`config.mk`:
```
export PLATFORM = sky130hd
export DESIGN_NAME = patch_majority_vote_label_core
export DESIGN_NICKNAME = d
export VERILOG_FILES = /design/src/design/pmvl_pkg.sv /design/src/design/pmvl_vote_tree.sv /design/src/design/patch_majority_vote_label_core.sv
export SDC_FILE = /design/constraint.sdc
export NUM_CORES = 1
export LEC_CHECK = 0
export ABC_AREA = 1
export BUFFER_PORTS_ARGS = -buffer_cell sky130_fd_sc_hd__buf_2
export CORE_ASPECT_RATIO = 2
export CORE_MARGIN = 8
export CORE_UTILIZATION = 30
export CTS_CLUSTER_DIAMETER = 60
export DETAILED_ROUTE_END_ITERATION = 16
export SLEW_MARGIN = 20
export SYNTH_ARGS = -nofsm -noshare
export SYNTH_HDL_FRONTEND = slang
export SYNTH_HIERARCHICAL = 1
export SYNTH_SLANG_ARGS = --single-unit
```
`constraint.sdc`:
```
create_clock -name i_clk -period 11.35 [get_ports i_clk]
set_input_delay 1.7025 -clock i_clk [delete_from_list [all_inputs] [get_ports i_clk]]
set_output_delay 1.7025 -clock i_clk [all_outputs]
set_load 0.02 [all_outputs]
```
`src/design/pmvl_pkg.sv`:
```
package pmvl_pkg;

    localparam int MAX_CLASSES      = 16;
    localparam int MAX_PATCH_PIXELS = 4096;
    localparam int NUM_CNT          = MAX_CLASSES + 1;
    localparam int CNT_W            = $clog2(MAX_PATCH_PIXELS + 1);
    localparam int LABEL_W          = $clog2(MAX_CLASSES + 1);
    localparam int BITS_W           = 16;
    localparam int CFG_W            = 5;
    localparam int ADDR_W           = 3;
    localparam int DATA_W           = 32;
    localparam int TREE_LVLS        = $clog2(MAX_CLASSES);

    localparam logic [CFG_W-1:0] CLASS_COUNT_RESET = CFG_W'(16);

    // Word index of the class count register.
    localparam logic REG_CLASS_COUNT = 1'b0;

    typedef logic [CNT_W-1:0] t_cnt;
    typedef logic [NUM_CNT-1:0][CNT_W-1:0] t_cnt_arr;

    typedef struct packed {
        logic [LABEL_W-1:0] label;
        t_cnt               count;
        logic               truthed;
        logic               competing;
    } t_vote;

    function automatic t_cnt sat_inc(input t_cnt c);
        return (&c) ? c : t_cnt'(c + 1'b1);
    endfunction

endpackage

```
`src/design/pmvl_vote_tree.sv`:
```
module pmvl_vote_tree (
    input  pmvl_pkg::t_cnt_arr                i_counts,
    input  logic [pmvl_pkg::CFG_W-1:0]        i_active,
    output pmvl_pkg::t_vote                   o_vote
);

    pmvl_pkg::t_cnt               val [pmvl_pkg::MAX_CLASSES];
    logic [pmvl_pkg::LABEL_W-1:0] idx [pmvl_pkg::MAX_CLASSES];
    logic                         tie [pmvl_pkg::MAX_CLASSES];
    pmvl_pkg::t_cnt               best;
    logic                         any_seen;

    // Pairwise tree; on equal counts the lower class wins and the tie is remembered.
    always_comb begin
        for (int i = 0; i < pmvl_pkg::MAX_CLASSES; i++) begin
            val[i] = (pmvl_pkg::CFG_W'(i) < i_active) ? i_counts[i+1] : '0;
            idx[i] = pmvl_pkg::LABEL_W'(i + 1);
            tie[i] = 1'b0;
        end
        for (int l = 0; l < pmvl_pkg::TREE_LVLS; l++) begin
            for (int i = 0; i < (pmvl_pkg::MAX_CLASSES >> (l + 1)); i++) begin
                if (val[2*i+1] > val[2*i]) begin
                    val[i] = val[2*i+1];
                    idx[i] = idx[2*i+1];
                    tie[i] = tie[2*i+1];
                end else if (val[2*i+1] == val[2*i]) begin
                    val[i] = val[2*i];
                    idx[i] = idx[2*i];
                    tie[i] = 1'b1;
                end else begin
                    val[i] = val[2*i];
                    idx[i] = idx[2*i];
                    tie[i] = tie[2*i];
                end
            end
        end
        best     = val[0];
        any_seen = |best;
    end

    assign o_vote.label     = any_seen ? idx[0] : '0;
    assign o_vote.count     = best;
    assign o_vote.truthed   = any_seen;
    assign o_vote.competing = any_seen & (tie[0] | (i_counts[0] == best));

endmodule

```
`src/design/patch_majority_vote_label_core.sv`:
```
// Channel   Direction  Handshake                   Payload
// config    in         psel/penable/pwrite/pready  paddr, pwdata, prdata
// pixel     in         i_in_valid / o_in_ready     i_class_bits, i_last_pixel
// label     out        o_out_valid / i_out_ready   o_label, o_winner_count,
//                                                  o_truthed, o_competing
//
// One pixel is taken per cycle unless a last pixel is held; counters update from r_in_bits.
// A label appears after the last pixel passes the input, snapshot and output registers.
// The compare tree sits between a counter snapshot register and the output register.
// Reset clears the counters and sets the class count to 16.
// A stalled label holds back only a last pixel, and only once the snapshot stage is also full.
module patch_majority_vote_label_core (
    input  logic                              i_clk,
    input  logic                              i_rst_n,
    input  logic                              psel,
    input  logic                              penable,
    input  logic                              pwrite,
    input  logic [pmvl_pkg::ADDR_W-1:0]       paddr,
    input  logic [pmvl_pkg::DATA_W-1:0]       pwdata,
    output logic [pmvl_pkg::DATA_W-1:0]       prdata,
    output logic                              pready,
    input  logic                              i_in_valid,
    output logic                              o_in_ready,
    input  logic [pmvl_pkg::BITS_W-1:0]       i_class_bits,
    input  logic                              i_last_pixel,
    output logic                              o_out_valid,
    input  logic                              i_out_ready,
    output logic [pmvl_pkg::LABEL_W-1:0]      o_label,
    output logic [pmvl_pkg::CNT_W-1:0]        o_winner_count,
    output logic                              o_truthed,
    output logic                              o_competing
);

    logic [pmvl_pkg::CFG_W-1:0]  r_class_count;
    logic [pmvl_pkg::CFG_W-1:0]  active;
    logic                        r_in_vld;
    logic [pmvl_pkg::BITS_W-1:0] r_in_bits;
    logic                        r_in_last;
    pmvl_pkg::t_cnt_arr          r_cnt;
    pmvl_pkg::t_cnt_arr          n_cnt;
    pmvl_pkg::t_cnt_arr          r_snap;
    logic                        r_snap_vld;
    pmvl_pkg::t_vote             r_out;
    logic                        r_out_vld;
    pmvl_pkg::t_vote             vote;
    logic [pmvl_pkg::MAX_CLASSES-1:0] hit;
    logic                        out_free;
    logic                        snap_free;
    logic                        snap_go;
    logic                        s0_go;
    logic                        in_ready;
    logic                        cfg_wr;

    assign pready = 1'b1;
    assign cfg_wr = psel & penable & pwrite & (paddr[2] == pmvl_pkg::REG_CLASS_COUNT);
    assign prdata = (paddr[2] == pmvl_pkg::REG_CLASS_COUNT)
                  ? pmvl_pkg::DATA_W'(r_class_count) : '0;

    assign active = (r_class_count > pmvl_pkg::CFG_W'(pmvl_pkg::MAX_CLASSES))
                  ? pmvl_pkg::CFG_W'(pmvl_pkg::MAX_CLASSES) : r_class_count;

    assign out_free  = ~r_out_vld | i_out_ready;
    assign snap_go   = r_snap_vld & out_free;
    assign snap_free = ~r_snap_vld | out_free;
    assign s0_go     = r_in_vld & (~r_in_last | snap_free);
    assign in_ready  = ~r_in_vld | s0_go;

    always_comb begin
        for (int k = 0; k < pmvl_pkg::MAX_CLASSES; k++) begin
            hit[k]        = r_in_bits[k] & (pmvl_pkg::CFG_W'(k) < active);
            n_cnt[k+1]    = hit[k] ? pmvl_pkg::sat_inc(r_cnt[k+1]) : r_cnt[k+1];
        end
        n_cnt[0] = (|hit) ? r_cnt[0] : pmvl_pkg::sat_inc(r_cnt[0]);
    end

    pmvl_vote_tree u_tree (
        .i_counts (r_snap),
        .i_active (active),
        .o_vote   (vote)
    );

    always_ff @(posedge i_clk) begin
        if (!i_rst_n) begin
            r_class_count <= pmvl_pkg::CLASS_COUNT_RESET;
            r_in_vld      <= 1'b0;
            r_snap_vld    <= 1'b0;
            r_out_vld     <= 1'b0;
            r_cnt         <= '0;
        end else begin
            if (cfg_wr) begin
                r_class_count <= pwdata[pmvl_pkg::CFG_W-1:0];
            end
            if (in_ready) begin
                r_in_vld <= i_in_valid;
            end
            if (s0_go) begin
                r_cnt <= r_in_last ? '0 : n_cnt;
            end
            if (s0_go && r_in_last) begin
                r_snap_vld <= 1'b1;
            end else if (snap_go) begin
                r_snap_vld <= 1'b0;
            end
            if (snap_go) begin
                r_out_vld <= 1'b1;
            end else if (i_out_ready) begin
                r_out_vld <= 1'b0;
            end
        end
    end

    always_ff @(posedge i_clk) begin
        if (in_ready && i_in_valid) begin
            r_in_bits <= i_class_bits;
            r_in_last <= i_last_pixel;
        end
        if (s0_go && r_in_last) begin
            r_snap <= n_cnt;
        end
        if (snap_go) begin
            r_out <= vote;
        end
    end

    assign o_in_ready     = in_ready;
    assign o_out_valid    = r_out_vld;
    assign o_label        = r_out.label;
    assign o_winner_count = r_out.count;
    assign o_truthed      = r_out.truthed;
    assign o_competing    = r_out.competing;

endmodule

```
==> results of run 1 <==
state kept, by name (all words and copies together) (netlist names), 5 cells and up:
| signal | count |
|---|---|
| r_cnt | 221 |
| r_snap | 221 |
| o_winner_count | 13 |
| o_label | 5 |
| r_class_count | 5 |
| r_in_bits | 16 |
metrics by stage:
step            util  setup slack [ns]  total power [mW]
6_report       0.330             0.768              5.93
5_1_grt        0.330           0.00861              6.27
4_1_cts        0.330             0.820              5.96
3_5_place_dp   0.315             0.890              4.24
3_3_place_gp   0.315             0.915              4.23
2_1_floorplan      -              3.61              3.51
worst register-to-register path: cells and delay by family (launching register included):
kind / cells / cell delay, ns
flops: 1 / 0.32
fa+ha+maj: 4 / 1.25
buf+inv: 11 / 1.97
compound gates: 5 / 1.46
simple gates: 35 / 5.29
path summary, 6_finish.rpt:
path | to | slack [ns] | depth (start not counted)
max reg2reg | o_label[3]$_DFFE_PP_ | 0.77 | 55
min reg2reg | r_cnt[5]$_SDFFE_PN0P_ | 0.49 | 2
min | r_cnt[5]$_SDFFE_PN0P_ | 0.49 | 2
max | o_label[3]$_DFFE_PP_ | 0.77 | 55
layout make-up:
| type | count | area (sq um) | area share |
|---|---|---|---|
| Clock buffer | 58 | 1290 | 0.0345 |
| Tap cell | 1504 | 1880 | 0.0502 |
| Timing Repair Buffer | 82 | 500 | 0.0134 |
| Multi-Input combinational cell | 3532 | 18300 | 0.488 |
| Inverter | 746 | 2820 | 0.0752 |
| Sequential cell | 487 | 12300 | 0.329 |
| Clock inverter | 30 | 354 | 0.00945 |
| Antenna cell | 3 | 7.51 | 0.000200 |
routing by layer:
layer  vias up  part of all wire  global-route usage
li1      15700                 -                   -
met1     14300              0.33               0.156
met2       725              0.55               0.343
met3       332             0.032              0.0178
met4         4             0.090               0.135
met5         -           0.00023                   0
kinds of logic after synthesis:
group / count (synthesis)
other: 2
AND/OR/NAND/NOR: 2598
AO/OA/AOI/OAI: 554
adder cells (fa/ha/maj): 212
flip-flops: 487
XOR/XNOR: 140
buffers and inverters: 937
where the power goes:
part	switching (mW)	internal, mW	total (mW)
Clock	0.761	0.941	1.70
Combinational	1.58	0.656	2.23
Sequential	0.0367	1.95	1.99
Total	2.37	3.55	5.93
cell usage in the layout, fill, tap and decap left out, types with 24 or more instances in the layout:
cell and n:
a21oi_1 299, and2_1 62, buf_2 56, buf_4 24, clkbuf_16 50, conb_1 28, dfxtp_1 229, edfxtp_1 258
ha_1 212, inv_1 703, inv_2 34, nand2_1 1457, nand2_2 34, nand3_1 585, nor2_1 299, nor3_1 54
o211ai_1 34, o21ai_0 171, xor2_1 120
==> summary.md, run 1 <==
| Metric | Value |
|---|---|
| Async S/R FF share, synth | 0 |
| Power density cells | 158 nW/um^2 |
| Post-Layout Cell Count | 6,442 |
| Syn-to-layout area delta | 9.18% |
| Worst hold slack | 0.485 ns |
| Area leader, netlist | edfxtp_1 |
| CTS tree | done |
| Largest net degree at the start of global routing | 148 |
| CTS Hold Bufs | 0 |
| Largest family of logic cells by synthesized area | simple AND/OR/NAND/NOR gates |
| Layout Nets | 5,167 |
| Worst path slowest cell | o21ai_0 |
| H-Tree Depth | 2 |
| Primary FF master, synth | edfxtp_1 |
| Post-Synth Adder-Cell Area | 0.0773 |
| Routability-driven placement congestion ratio | 1.04 |
| CP arrival | 10.93 ns |
| Slew headroom | 0.260 |
| Fillers | 12,200 |
| F_max | 0.0945 GHz |
| Clock transition at path regs | 0.07 ns |
| Clk buf depth | 3 |
| Root buf cell | clkbuf_16 |
| Skew-Pair Late Insertion Delay | 0.63 ns |
| Distinct cells, synth | 57 |
| Unrepaired setup endpoints after global routing | no |
| Placement Cell Area | 35,800 sq um |
| Crit path max fanout | 22 |
| Simple-gate share of the synthesized area | 0.329 |
| Sequential fraction of the synthesis area | 0.359 |
| Multiplexer share of the synthesized area | 0 |
| Final instance area | 37,500 sq um |
| Status | finished, final reports clean |
| Worst setup SP type | flip-flop |
| Post-detail-place hpwl | 88,100 um |
| Post-synth EDFFs | 258 |
| Synth Area in Compound Gates | 0.0869 |
| Worst Path Buf+Inv | 11 |
| Worst reg2reg path startpoint | r_class_count[4]$_SDFFE_PN1P_ |
| Crit end category | flip-flop |
| Hold path startpoint | r_cnt[5]$_SDFFE_PN0P_ |
| Hold Path Class | flip-flop to flip-flop |
| Via count | 31,100 |
| Final Skew | 0.0156 ns |
| Drt wl/cell | 17.4 um |
| Crit path launch | r_class_count[4]$_SDFFE_PN1P_ |
| Synth Area per Inst | 6.96 sq um |
| Max cap viols | 0 |
| Clock buffer count from CTS | 47 |
| First-pass GRT wire length | 168,000 um |
| GRT Total Usage | 0.173 |
| IO Port Bufs | 56 |
| Clock sinks | 487 |
| GRT overflow | 0 |
| Share of the synthesized area in the top cell type | 0.226 |
| Layout cells sized above 1 | 0.0620 |
| Most instantiated cells after synthesis | nand2_1, inv_1, nand3_1 |
| Most common cell on crit path | nand2_1 |
| Starting density of the core | 0.302 |
| Chip Width | 255 um |
| Most common cell in the netlist | nand2_1 |
| Final Cycle Share | 0.932 |
| CP max stage delay | 0.52 ns |
| Initial antenna violation count | 4 |
| Antenna-violating nets left | 0 |
| Setup CP Type | flip-flop to flip-flop |
| Syn Std Cell Area | 34,300 sq um |
| Worst Tran Pin Value | 1.11 ns |
| Crit path time final | 10.58 ns |
| Die Height | 494 um |
| Number of vias per cell | 4.83 |
| Setup Fix Bufs, Post-CTS | 0 |
| Remaining DRCs | 0 |
| # resized after CTS | 0 |
| Synth Area in XOR/XNOR | 0.0357 |
| Drt pass-1 iters | 8 |
| Row Count | 175 |
| Endpoints failing setup | 0 |
| Mapped Cells | 4,930 |
| Leak pwr | 17.0 nW |
| Final Max Tran Viols | 0 |
| Hold Fails Final Rpt | 0 |
| CP Data Required Time | 11.70 ns |
| Ranking of synthesized cells by area | edfxtp_1, nand2_1, dfxtp_1 |
| Die ar. | 126,000 sq um |
| Setup TNS | 0 ns |
| Worst IR Drop VDD | 0.149 mV |
| Yosys warns | 6 |
| Initial DRC count | 1,462 |
| Flops & latches, synth | 487 |
| Post-Route WL | 112,000 um |
| Top delay family on crit path | simple AND/OR/NAND/NOR gates |
| Num ports | 114 |
| Core Region | 114,000 sq um |
| Placed Cells | 6,351 |
| Vias in the first global route | 30,000 |
No activity file was read; power rests on OpenSTA's default activity.
==> inputs of run 2 (changes only) <==
--- a/config.mk
+++ b/config.mk
@@ -5,8 +5,8 @@
 export SDC_FILE = /design/constraint.sdc
 export NUM_CORES = 1
 export LEC_CHECK = 0
-export ABC_AREA = 1
-export BUFFER_PORTS_ARGS = -buffer_cell sky130_fd_sc_hd__buf_2
+export ABC_AREA = 0
+export BUFFER_PORTS_ARGS = -buffer_cell sky130_fd_sc_hd__buf_4
 export CORE_ASPECT_RATIO = 2
 export CORE_MARGIN = 8
 export CORE_UTILIZATION = 30
==> summary.md, run 2 <==
| Metric | Value |
|---|---|
| Clock sinks | 487 (unchanged) |
| Final core utilization | 0.338 (+0.00836) |
| Mapped Cells | 3,318 (-33%) |
| Post-Synth Adder-Cell Area | 0.0861 (+0.00880) |
| Largest net degree at the start of global routing | 81 (-45%) |
| H-Tree Depth | 2 (unchanged) |
| Post-synth EDFFs | 258 (unchanged) |
| CP max stage delay | 0.54 ns (+0.02 ns) |
| Share of the synthesized area in the top cell type | 0.251 (+0.0257) |
| Row Count | 166 (-5.1%) |
| Area of the multi-input gates | 17,100 sq um (-6.7%) |
| First-pass GRT wire length | 143,000 um (-15%) |
| GRT Total Usage | 0.160 (-0.0129) |
| Crit end category | flip-flop |
| Remaining DRCs | 0 (unchanged) |
| Hold Path Class | flip-flop to flip-flop |
| Design Power | 4.35 mW (-27%) |
| Core Region | 102,000 sq um (-10%) |
| Clock transition at path regs | 0.07 ns (about the same) |
| Final Skew | 0.0205 ns (+0.00495 ns) |
| Final Cycle Share | 0.947 (+0.0151) |
| CTS tree | done |
| Max cap viols | 0 (unchanged) |
| Ranking of synthesized cells by area | edfxtp_1, dfxtp_1, ha_1 |
| Post-Route WL | 95,400 um (-15%) |
| Top delay family on crit path | simple AND/OR/NAND/NOR gates |
| CP Data Required Time | 11.76 ns (+0.06 ns) |
| Chip Width | 243 um (-4.9%) |
| Worst setup SP type | flip-flop |
| CTS Hold Bufs | 0 (unchanged) |
| GRT overflow | 0 (unchanged) |
| Worst Path Buf+Inv | 8 (-3) |
| Antenna-violating nets left | 0 (unchanged) |
| Die ar. | 114,000 sq um (-9.8%) |
| Yosys warns | 6 (unchanged) |
| Storage cell area | 12,300 sq um (about the same) |
| Area leader, netlist | edfxtp_1 |
| Most common cell on crit path | buf_4 |
| Multiplexer share of the synthesized area | 0.0613 (+0.0613) |
| Primary FF master, synth | edfxtp_1 |
| Fillers | 10,500 (-15%) |
| Skew-Pair Late Insertion Delay | 0.61 ns (-0.02 ns) |
| CP arrival | 11.16 ns (+0.23 ns) |
| Slew headroom | 0.245 (-0.0157) |
| Initial antenna violation count | 4 (unchanged) |
| Via count | 25,000 (-20%) |
| Power density cells | 126 nW/um^2 (-20%) |
| Leading cell type in the layout, fill and taps excluded | nand2_1 |
| Layout cells sized above 1 | 0.108 (+0.0456) |
| Number of vias per cell | 5.30 (+9.8%) |
| Starting density of the core | 0.302 (-0.000502) |
| Drt pass-1 iters | 5 (-3) |
| Final Max Tran Viols | 0 (unchanged) |
| Worst path slowest cell | or4_1 |
| Largest family of logic cells by synthesized area | simple AND/OR/NAND/NOR gates |
| Post-Layout Cell Count | 4,719 (-27%) |
| Leak pwr | 14.6 nW (-15%) |
| Endpoints failing setup | 0 (unchanged) |
| Most instantiated cells after synthesis | nand2_1, edfxtp_1, dfxtp_1 |
| Die Height | 469 um (-5.1%) |
| Clock buffer count from CTS | 46 (-2.1%) |
| Root buf cell | clkbuf_16 |
| Drt wl/cell | 20.2 um (+16%) |
| Status | finished, final reports clean |
| IO Port Bufs | 56 (unchanged) |
| Most frequent cells in the layout | nand2_1, edfxtp_1, dfxtp_1, ha_1, inv_1 |
| Num ports | 114 (unchanged) |
| Syn Std Cell Area | 30,800 sq um (-10%) |
| Worst Tran Pin Value | 1.13 ns (+0.0247 ns) |
| Crit path time final | 10.75 ns (+0.171 ns) |
| Unrepaired setup endpoints after global routing | no |
| Simple-gate share of the synthesized area | 0.171 (-0.158) |
| F_max | 0.0930 GHz (-1.6%) |
| Distinct cells, synth | 94 (+65%) |
| Flops & latches, synth | 487 (unchanged) |
| Sequential fraction of the synthesis area | 0.400 (+0.0409) |
| Synth Area in Compound Gates | 0.170 (+0.0827) |
| Initial DRC count | 1,375 (-6.0%) |
| Synth Area in XOR/XNOR | 0.0580 (+0.0223) |
| Synth Area per Inst | 9.29 sq um (+33%) |
| Crit path max fanout | 14 (-36%) |
| Async S/R FF share, synth | 0 (unchanged) |
| Top flop regs | r_cnt: 221 flops, r_snap: 221 flops, r_in_bits: 16 flops |
| Placed Cells | 4,632 (-27%) |
| Clk buf depth | 3 (unchanged) |
| Setup CP Type | flip-flop to flip-flop |
| Syn-to-layout area delta | 12.1% |
| Post-detail-place hpwl | 71,500 um (-19%) |
| Vias in the first global route | 24,800 (-17%) |
| Setup TNS | 0 ns (unchanged) |
| Layout Nets | 3,608 (-30%) |
| Routability-driven placement congestion ratio | 0.937 (-10%) |
| Worst IR Drop VDD | 0.0852 mV (-43%) |
| Most common cell in the netlist | nand2_1 |
| Hold Fails Final Rpt | 0 (unchanged) |
-- run 2: cell types whose count changed after synthesis, sizes merged, moves of 95 or more --
cell   before  now
nand2    1496  427
inv       741  201
nand3     594  111
nor2      327  160
a21oi     300  154
mux2i       0  140
xnor2      20  115
-- run 2: final timing paths --
check                                                   start                        to  slack [ns]  cells after the start
worst min-delay path                  r_snap_vld$_SDFFE_PN0P_  o_out_valid$_SDFFE_PN0P_        0.49                      1
worst max register to register  r_class_count[4]$_SDFFE_PN1P_     o_competing$_DFFE_PP_        0.60                     42
worst min register to register        r_snap_vld$_SDFFE_PN0P_  o_out_valid$_SDFFE_PN0P_        0.49                      1
worst max-delay path            r_class_count[4]$_SDFFE_PN1P_     o_competing$_DFFE_PP_        0.60                     42
-- run 2: cell families (layout without fill, tap and decap cells) --
kind of cell,Yosys count,count (layout)
AND/OR/NAND/NOR,1078,1078
AO/OA/AOI/OAI,755,755
flip-flops,487,487
buffers and inverters,397,427
adder cells (fa/ha/maj),212,212
XOR/XNOR,204,204
multiplexers,183,183
other,2,29
-- run 2: repair_timing --
item                       in CTS  in global routing
buffers inserted                0                  1
resized for setup               1                 28
pin swaps                       0                  1
setup endpoints to repair       1                  7
-- run 2: per-stage QoR --
stage | setup slack, ns | area [sq um] | hold WS [ns]
finish | 0.598 | 34600 | 0.493
CTS | 0.110 | 34500 | 0.495
global route | 0.0610 | 34600 | 0.527
global placement | 0.0921 | 32800 | 0.473
floorplan | 0.894 | 30900 | 0.447
detailed placement | 0.0443 | 32900 | 0.484
-- run 2: report_power, final --
group	switching, mW	total, mW	internal (mW)
clock	0.738	1.68	0.939
combinational	0.491	0.770	0.279
sequential	0.0191	1.90	1.88
-- run 2: final cells by class --
type	instances	area share
clock buffer	53	0.0353
sequential	487	0.357
multi-input combinational	2460	0.494
tap	1344	0.0487
inverter	201	0.0221
antenna	1	0.0000724
timing repair buffer	141	0.0323
clock inverter	32	0.0108
-- run 2: layer usage --
metal  routed length, um  GRT usage  vias up
met1               33600      0.157    12000
met5                  13          0        -
met2               50300      0.306      636
li1                    -          -    12100
met3                4100     0.0209      272
met4                7340      0.113        2
-- run 2: worst register-to-register path, delay by kind of cell (launching register included) --
family	cells	cell delay (ns)
fa+ha+maj	4	1.08
buf+inv	8	1.49
simple gates	17	4.26
xor+xnor	1	0.20
mux	4	1.45
compound gates	8	1.70
flops	1	0.38
==> inputs of run 3 (changes only) <==
--- a/config.mk
+++ b/config.mk
@@ -10,8 +10,10 @@
 export CORE_ASPECT_RATIO = 2
 export CORE_MARGIN = 8
 export CORE_UTILIZATION = 30
+export CTS_BUF_LIST = sky130_fd_sc_hd__clkbuf_8 sky130_fd_sc_hd__clkbuf_16
 export CTS_CLUSTER_DIAMETER = 60
 export DETAILED_ROUTE_END_ITERATION = 16
+export REMOVE_ABC_BUFFERS = 1
 export SLEW_MARGIN = 20
 export SYNTH_ARGS = -nofsm -noshare
 export SYNTH_HDL_FRONTEND = slang
==> summary.md, run 3 (synthesized netlist as in run 2, its figures left out) <==
| Metric | Value |
|---|---|
| Die ar. | 114,000 sq um (unchanged) |
| CTS tree | done |
| Setup TNS | 0 ns (unchanged) |
| Post-Route WL | 99,200 um (+4.0%) |
| Num ports | 114 (unchanged) |
| Layout cells sized above 1 | 0.119 (+0.0116) |
| Placed Cells | 4,679 (+1.0%) |
| GRT overflow | 0 (unchanged) |
| Drt wl/cell | 20.8 um (+2.9%) |
| CP max stage delay | 0.48 ns (-0.06 ns) |
| Routability-driven placement congestion ratio | 0.984 (+5.1%) |
| Most frequent cells in the layout | nand2_1, edfxtp_1, dfxtp_1, ha_1, inv_1 |
| Unrepaired setup endpoints after global routing | no |
| CP arrival | 11.21 ns (+0.05 ns) |
| CP Data Required Time | 11.66 ns (-0.10 ns) |
| Final Cycle Share | 0.961 (+0.0132) |
| Hold Fails Final Rpt | 0 (unchanged) |
| Status | finished, final reports clean |
| Clock sinks | 487 (unchanged) |
| Post-Layout Cell Count | 4,770 (+1.1%) |
| Core Region | 102,000 sq um (unchanged) |
| Hold Path Class | flip-flop to flip-flop |
| Antenna-violating nets left | 0 (unchanged) |
| Leak pwr | 14.8 nW (+1.6%) |
| H-Tree Depth | 2 (unchanged) |
| Worst path slowest cell | or4_1 |
| F_max | 0.0917 GHz (-1.4%) |
| Worst setup SP type | flip-flop |
| Initial antenna violation count | 5 (+1) |
| Worst IR Drop VDD | 0.0979 mV (+15%) |
| Clk buf depth | 3 (unchanged) |
| Final Max Tran Viols | 0 (unchanged) |
| Setup CP Type | flip-flop to flip-flop |
| Via count | 25,300 (+1.0%) |
| Post-detail-place hpwl | 75,400 um (+5.5%) |
| Max cap viols | 0 (unchanged) |
| Layout Nets | 3,659 (+1.4%) |
| Drt pass-1 iters | 7 (+2) |
| Crit path time final | 10.90 ns (+0.150 ns) |
| Leading cell type in the layout, fill and taps excluded | nand2_1 |
| Fillers | 10,500 (+0.0096%) |
| Row Count | 166 (unchanged) |
| GRT Total Usage | 0.166 (+0.00573) |
| Remaining DRCs | 0 (unchanged) |
| Die Height | 469 um (unchanged) |
| Chip Width | 243 um (unchanged) |
| Crit end category | flip-flop |
| Slew headroom | 0.259 (+0.0142) |
| Root buf cell | clkbuf_16 |
| Number of vias per cell | 5.30 (about the same) |
| Clock transition at path regs | 0.07 ns (about the same) |
| First-pass GRT wire length | 147,000 um (+2.3%) |
| Starting density of the core | 0.302 (unchanged) |
| Endpoints failing setup | 0 (unchanged) |
| Syn-to-layout area delta | 13.0% |
| IO Port Bufs | 56 (unchanged) |
| Initial DRC count | 1,652 (+20%) |
| Power density cells | 123 nW/um^2 (-2.2%) |
| CTS Hold Bufs | 0 (unchanged) |
| Largest net degree at the start of global routing | 79 (-2.5%) |
| Final Skew | 0.0258 ns (+0.00530 ns) |
| Most common cell on crit path | buf_4 |
| Vias in the first global route | 24,900 (+0.40%) |
| Skew-Pair Late Insertion Delay | 0.60 ns (about the same) |
| Clock buffer count from CTS | 44 (-4.3%) |
| Crit path max fanout | 16 (+2) |
| Worst hold slack | 0.492 ns (-0.00131 ns) |
| Worst Tran Pin Value | 1.10 ns (-0.0329 ns) |
| Top flop regs | r_cnt: 221 flops, r_snap: 221 flops, r_in_bits: 16 flops |
## run 3: report_power, final
part / switching, mW / leakage [nW] / internal (mW)
clock: 0.698 / 0.778 / 0.887
combinational: 0.491 / 9.45 / 0.309
sequential: 0.0174 / 4.56 / 1.88
## run 3: metrics by stage
step	power, mW	area, sq um	utilization	setup WS, ns
2_1_floorplan	2.37	30000	-	-0.331
3_3_place_gp	2.72	33200	0.324	0.0505
3_5_place_dp	2.72	33200	0.324	-0.0117
4_1_cts	4.32	34700	0.339	0.145
5_1_grt	4.44	34800	0.341	0.00698
6_report	4.29	34800	0.341	0.447
## run 3: cell type report
type | count | area [sq um] | share of cell area
clock buffers | 50 | 1220 | 0.0350
repair buffers | 194 | 1460 | 0.0418
flip-flops and latches | 487 | 12300 | 0.354
diodes | 3 | 7.51 | 0.000216
well taps | 1344 | 1680 | 0.0483
multi-input cells | 2460 | 17100 | 0.490
clock inverters | 31 | 297 | 0.00851
inverters | 201 | 762 | 0.0219
## run 3: per-layer routing
layer | routed length, um | part of all wire | vias up | track usage
met1 | 34500 | 0.35 | 12100 | 0.159
met2 | 51400 | 0.52 | 694 | 0.313
met3 | 4290 | 0.043 | 293 | 0.0206
met4 | 9010 | 0.091 | 0 | 0.137
met5 | 0 | 0 | - | 0
li1 | - | - | 12200 | -
## run 3: path summary, 6_finish.rpt
| path | start | to | slack, ns | depth (start not counted) |
|---|---|---|---|---|
| setup / recovery | r_class_count[4]$_SDFFE_PN1P_ | o_label[0]$_DFFE_PP_ | 0.45 | 45 |
| setup reg to reg | r_class_count[4]$_SDFFE_PN1P_ | o_label[0]$_DFFE_PP_ | 0.45 | 45 |
| hold / removal | r_cnt[168]$_SDFFE_PN0P_ | r_cnt[168]$_SDFFE_PN0P_ | 0.49 | 2 |
| hold reg to reg | r_cnt[168]$_SDFFE_PN0P_ | r_cnt[168]$_SDFFE_PN0P_ | 0.49 | 2 |
## run 3: worst max-delay path: cells and delay by family (launching register included)
family / cells / cell delay, ns
adder cells (fa/ha/maj): 4 / 1.25
AND/OR/NAND/NOR: 16 / 3.11
multiplexers: 2 / 0.76
AO/OA/AOI/OAI: 13 / 3.50
buffers and inverters: 10 / 1.53
flip-flops: 1 / 0.41
## run 3: timing repair
action | CTS | global route
endpoints found under the hold margin | 0 | 0
gates resized for setup | 1 | 26
setup buffers | 0 | 7
setup endpoints to repair | 4 | 7
pin swaps | 0 | 2
